[src/hdl/cvx_pkg.sv]
// Shared types and constants for the polygon convexity checker.
// No dependencies; every other file in this folder but cvx_checker imports this package.
package cvx_pkg;

    localparam int COORD_W = 16;
    localparam int DIFF_W  = COORD_W + 1;
    localparam int PROD_W  = 2 * DIFF_W;
    localparam int CR_W    = PROD_W + 1;
    localparam int TOL_W   = 32;
    localparam int CMP_W   = (CR_W > TOL_W) ? CR_W : TOL_W;
    localparam int CNT_W   = 2;

    localparam logic [CNT_W-1:0] CNT_FULL = CNT_W'(3);

    typedef logic signed [COORD_W-1:0] coord_t;
    typedef logic signed [DIFF_W-1:0]  diff_t;
    typedef logic signed [PROD_W-1:0]  prod_t;
    typedef logic signed [CR_W-1:0]    cross_t;
    typedef logic [TOL_W-1:0]          tol_t;
    typedef logic [CNT_W-1:0]          count_t;

    typedef enum logic [1:0] {
        TURN_NONE  = 2'd0,
        TURN_RIGHT = 2'd1,
        TURN_LEFT  = 2'd2
    } turn_t;

    typedef struct packed {
        prod_t lhs;
        prod_t rhs;
    } cross_terms_t;

    typedef struct packed {
        turn_t seen;
        logic  mismatch;
    } turn_state_t;

endpackage

[src/hdl/cvx_cross.sv]
// Forms the two partial products of the cross product for one vertex triple.
// Depends on cvx_pkg.
module cvx_cross (
    input  cvx_pkg::coord_t       a_x,
    input  cvx_pkg::coord_t       a_y,
    input  cvx_pkg::coord_t       b_x,
    input  cvx_pkg::coord_t       b_y,
    input  cvx_pkg::coord_t       c_x,
    input  cvx_pkg::coord_t       c_y,
    output cvx_pkg::cross_terms_t terms
);
    import cvx_pkg::*;

    diff_t bax;
    diff_t cay;
    diff_t cax;
    diff_t bay;

    assign bax = DIFF_W'(b_x) - DIFF_W'(a_x);
    assign cay = DIFF_W'(c_y) - DIFF_W'(a_y);
    assign cax = DIFF_W'(c_x) - DIFF_W'(a_x);
    assign bay = DIFF_W'(b_y) - DIFF_W'(a_y);

    assign terms.lhs = PROD_W'(bax) * PROD_W'(cay);
    assign terms.rhs = PROD_W'(cax) * PROD_W'(bay);

endmodule

[config.mk]
export PLATFORM = sky130hd
export DESIGN_NAME = cvx_cross
export DESIGN_NICKNAME = d
export VERILOG_FILES = /design/src/hdl/cvx_pkg.sv /design/src/hdl/cvx_cross.sv
export SDC_FILE = /design/constraint.sdc
export NUM_CORES = 2
export LEC_CHECK = 0
export ABC_AREA = 1
export CAP_MARGIN = 20
export CORE_ASPECT_RATIO = 0.75
export CORE_UTILIZATION = 27
export DETAILED_ROUTE_END_ITERATION = 7
export DONT_BUFFER_PORTS = 1
export SYNTH_ARGS = -nofsm -noshare
export SYNTH_HDL_FRONTEND = slang
export SYNTH_SLANG_ARGS = --single-unit
[constraint.sdc]
create_clock -name vclk -period 12.5
set_input_delay 2.5 -clock vclk [all_inputs]
set_output_delay 2.5 -clock vclk [all_outputs]
set_load 0.01 [all_outputs]
==> impl_metrics.py <==
metrics = {
    "min_path": {
        "hp-class": "input pin to primary output",
        "worstHoldStart": "a_x[0]",
        "min_to": "terms[34]",
        "min_path_cells": 3,
    },
    "worst_setup_path": {
        "crit_slowest_cell": "fa_1",
        "worstSetupStartpointType": "input pin",
        "critPathKind": "input pin to primary output",
        "cp.required_ns": 10.00,
        "crit_top_cell": "inv_1",
        "slowest_delay_ns": 0.52,
        "worst-path-max-fanout": 12,
        "crit_arrival_ns": 9.62,
        "end_kind": "primary output",
    },
    "timing": {
        "tightest_slew_ns": 1.03,
        "setup_viol": 0,
        "finalHoldViolCount": 0,
        "drv_slew": 0,
        "grt_setup_unrepaired": "no",
        "maxSlewHeadroom": 0.311,
        "setup_tns_ns": 0,
        "fin_crit_ns": 12.12,
        "fin_crit_sh": 0.970,
        "fmax_ghz": 0.0825,
    },
    "synthesis": {
        "synth_common_cells": "937 x inv_1, 930 x nand2_1, 596 x fa_1",
        "synth_top_area_share": 0.450,
        "yosys.cell_count.top_type": "inv_1",
        "synth_area_leaders": "fa_1 45%, inv_1 13%, nand2_1 13%",
        "yosysWarnings": 0,
        "syn_nets": 4536,
        "synthCells": 3610,
        "avgSynthCellArea_sq_um": 7.34,
        "synth_top_area_cell": "fa_1",
        "syn_area_sq_um": 26500,
        "seq_area_frac_synth": 0,
        "synth_cell_types": 35,
    },
    "route": {
        "wl_mm": 87.4,
        "wl_per_cell_um": 17.5,
        "drt_iter0_markers": 2078,
        "dr.pass1.iters": 5,
        "ant_nets": 0,
        "drc": 0,
        "vias_per_cell": 4.53,
        "route.vias.total": 22600,
    },
    "floorplanning": {
        "rows": 99,
        "start_util": 0.273,
        "core-area_sq_um": 97200,
        "dieHeight_um": 273,
        "pin_count": 164,
        "die_w_um": 364,
        "die_area_sq_um": 99500,
    },
    "global_route": {
        "grt_usage": 0.178,
        "grt_max_degree": 18,
        "grt_pass1_vias": 22700,
        "grt_remaining_overflow": 0,
        "antenna_found_initial": 17,
        "grt_first_pass_wirelength_mm": 135,
    },
    "cells_and_area": {
        "nFlopsAndLatches": 0,
        "area_growth_pct": 8.39,
        "drive_above_1_share": 0.0414,
        "layout.nets": 4598,
        "ff_latch_area_sq_um": 0,
        "nClkBuffers": 0,
        "fillers": 10700,
    },
    "run": {
        "cap_violations": 0,
    },
    "placement": {
        "dp_hpwl_mm": 79.4,
        "placement.io_buffers": 0,
        "routabilityCongestion": 0.972,
    },
    "status": {
        "status": "completed",
    },
}
[per-stage QoR]
stage               instance area (sq um)  hold slack, ns   util  std cells  setup WS (ns)
global route                        28700            5.49  0.295       4983         0.0238
finish                              28700            5.47  0.296       4985          0.376
CTS                                 28700            5.48  0.295       4982          0.312
detailed placement                  28700            5.47  0.295       4982          0.338
global placement                    28700            5.47  0.295       4982          0.393
floorplan                           26500            5.43      -       3610           1.27
[per-layer routing]
| layer | vias up | share of wire | global-route usage |
|---|---|---|---|
| met5 | - | 0.0016 | 0 |
| met4 | 22 | 0.0044 | 0.00744 |
| met3 | 54 | 0.13 | 0.0699 |
| met2 | 879 | 0.37 | 0.238 |
| met1 | 11000 | 0.49 | 0.276 |
| li1 | 10600 | - | - |
[area by class of cell]
| class | instances | area (sq um) | share of cell area |
|---|---|---|---|
| antenna | 2 | 5.00 | 0.000174 |
| inverter | 952 | 3570 | 0.124 |
| multi-input combinational | 2607 | 22700 | 0.789 |
| tap | 1313 | 1640 | 0.0572 |
| timing repair buffer | 111 | 833 | 0.0290 |
[how the worst max path moves through the flow]
| stage | slack (ns) | start | cells after the start | endpoint |
|---|---|---|---|---|
| CTS | 0.31 | c_x[0] | 33 | terms[33] |
| global route | 0.02 | c_x[0] | 32 | terms[33] |
| global placement | 0.39 | c_x[0] | 33 | terms[33] |
| detailed placement | 0.34 | c_x[0] | 33 | terms[33] |
| floorplan | 1.27 | c_x[0] | 32 | terms[33] |
| finish | 0.38 | c_x[0] | 32 | terms[33] |
[logic make-up after synthesis]
group | synth area share
compound gates | 0.0329
buf+inv | 0.145
fa+ha+maj | 0.561
simple gates | 0.232
xor+xnor | 0.0297
[what timing repair did]
item                                    CTS  global route
setup buffers                             0             0
resized for setup                         0             2
hold buffers                              0             0
endpoints found under the setup margin    0            11
[cells in the final DEF (no fill, tap or decap), types with 2 or more instances in the layout]
cell      Yosys  final
a21o_1        3      3
a21oi_1     103    103
and2_1       10     10
and3_1        2      2
buf_4         4    111
clkinv_1      7      7
diode_2       0      2
fa_1        596    595
ha_1        234    234
inv_1       937    937
inv_2         8      8
nand2_1     930    929
nand2_2       8      9
nand3_1     117    117
nand3_2       2      2
nand3b_1     14     14
nand4_1      30     30
nor2_1      403    403
nor3_1       14     14
nor4_1        4      4
o211ai_1      3      3
o21a_1        4      4
o21ai_0      29     29
o21bai_1     16     16
or2_2         5      5
xnor2_1      20     20
xnor2_2       2      2
xor2_1       44     44
xor2_2       12     12
[critical path, delay by kind of cell]
family | cells | cell delay, ns
AOI/OAI and AO/OA | 2 | 0.51
xor gates and xnor gates | 1 | 0.28
adders and majority gates | 9 | 3.80
buffers and inverters | 10 | 1.08
and+or+nand+nor | 10 | 1.42
Power is left out: the tool's default activity adds up to more than one toggle a clock period on the data nets, which glitch-free logic cannot reach.
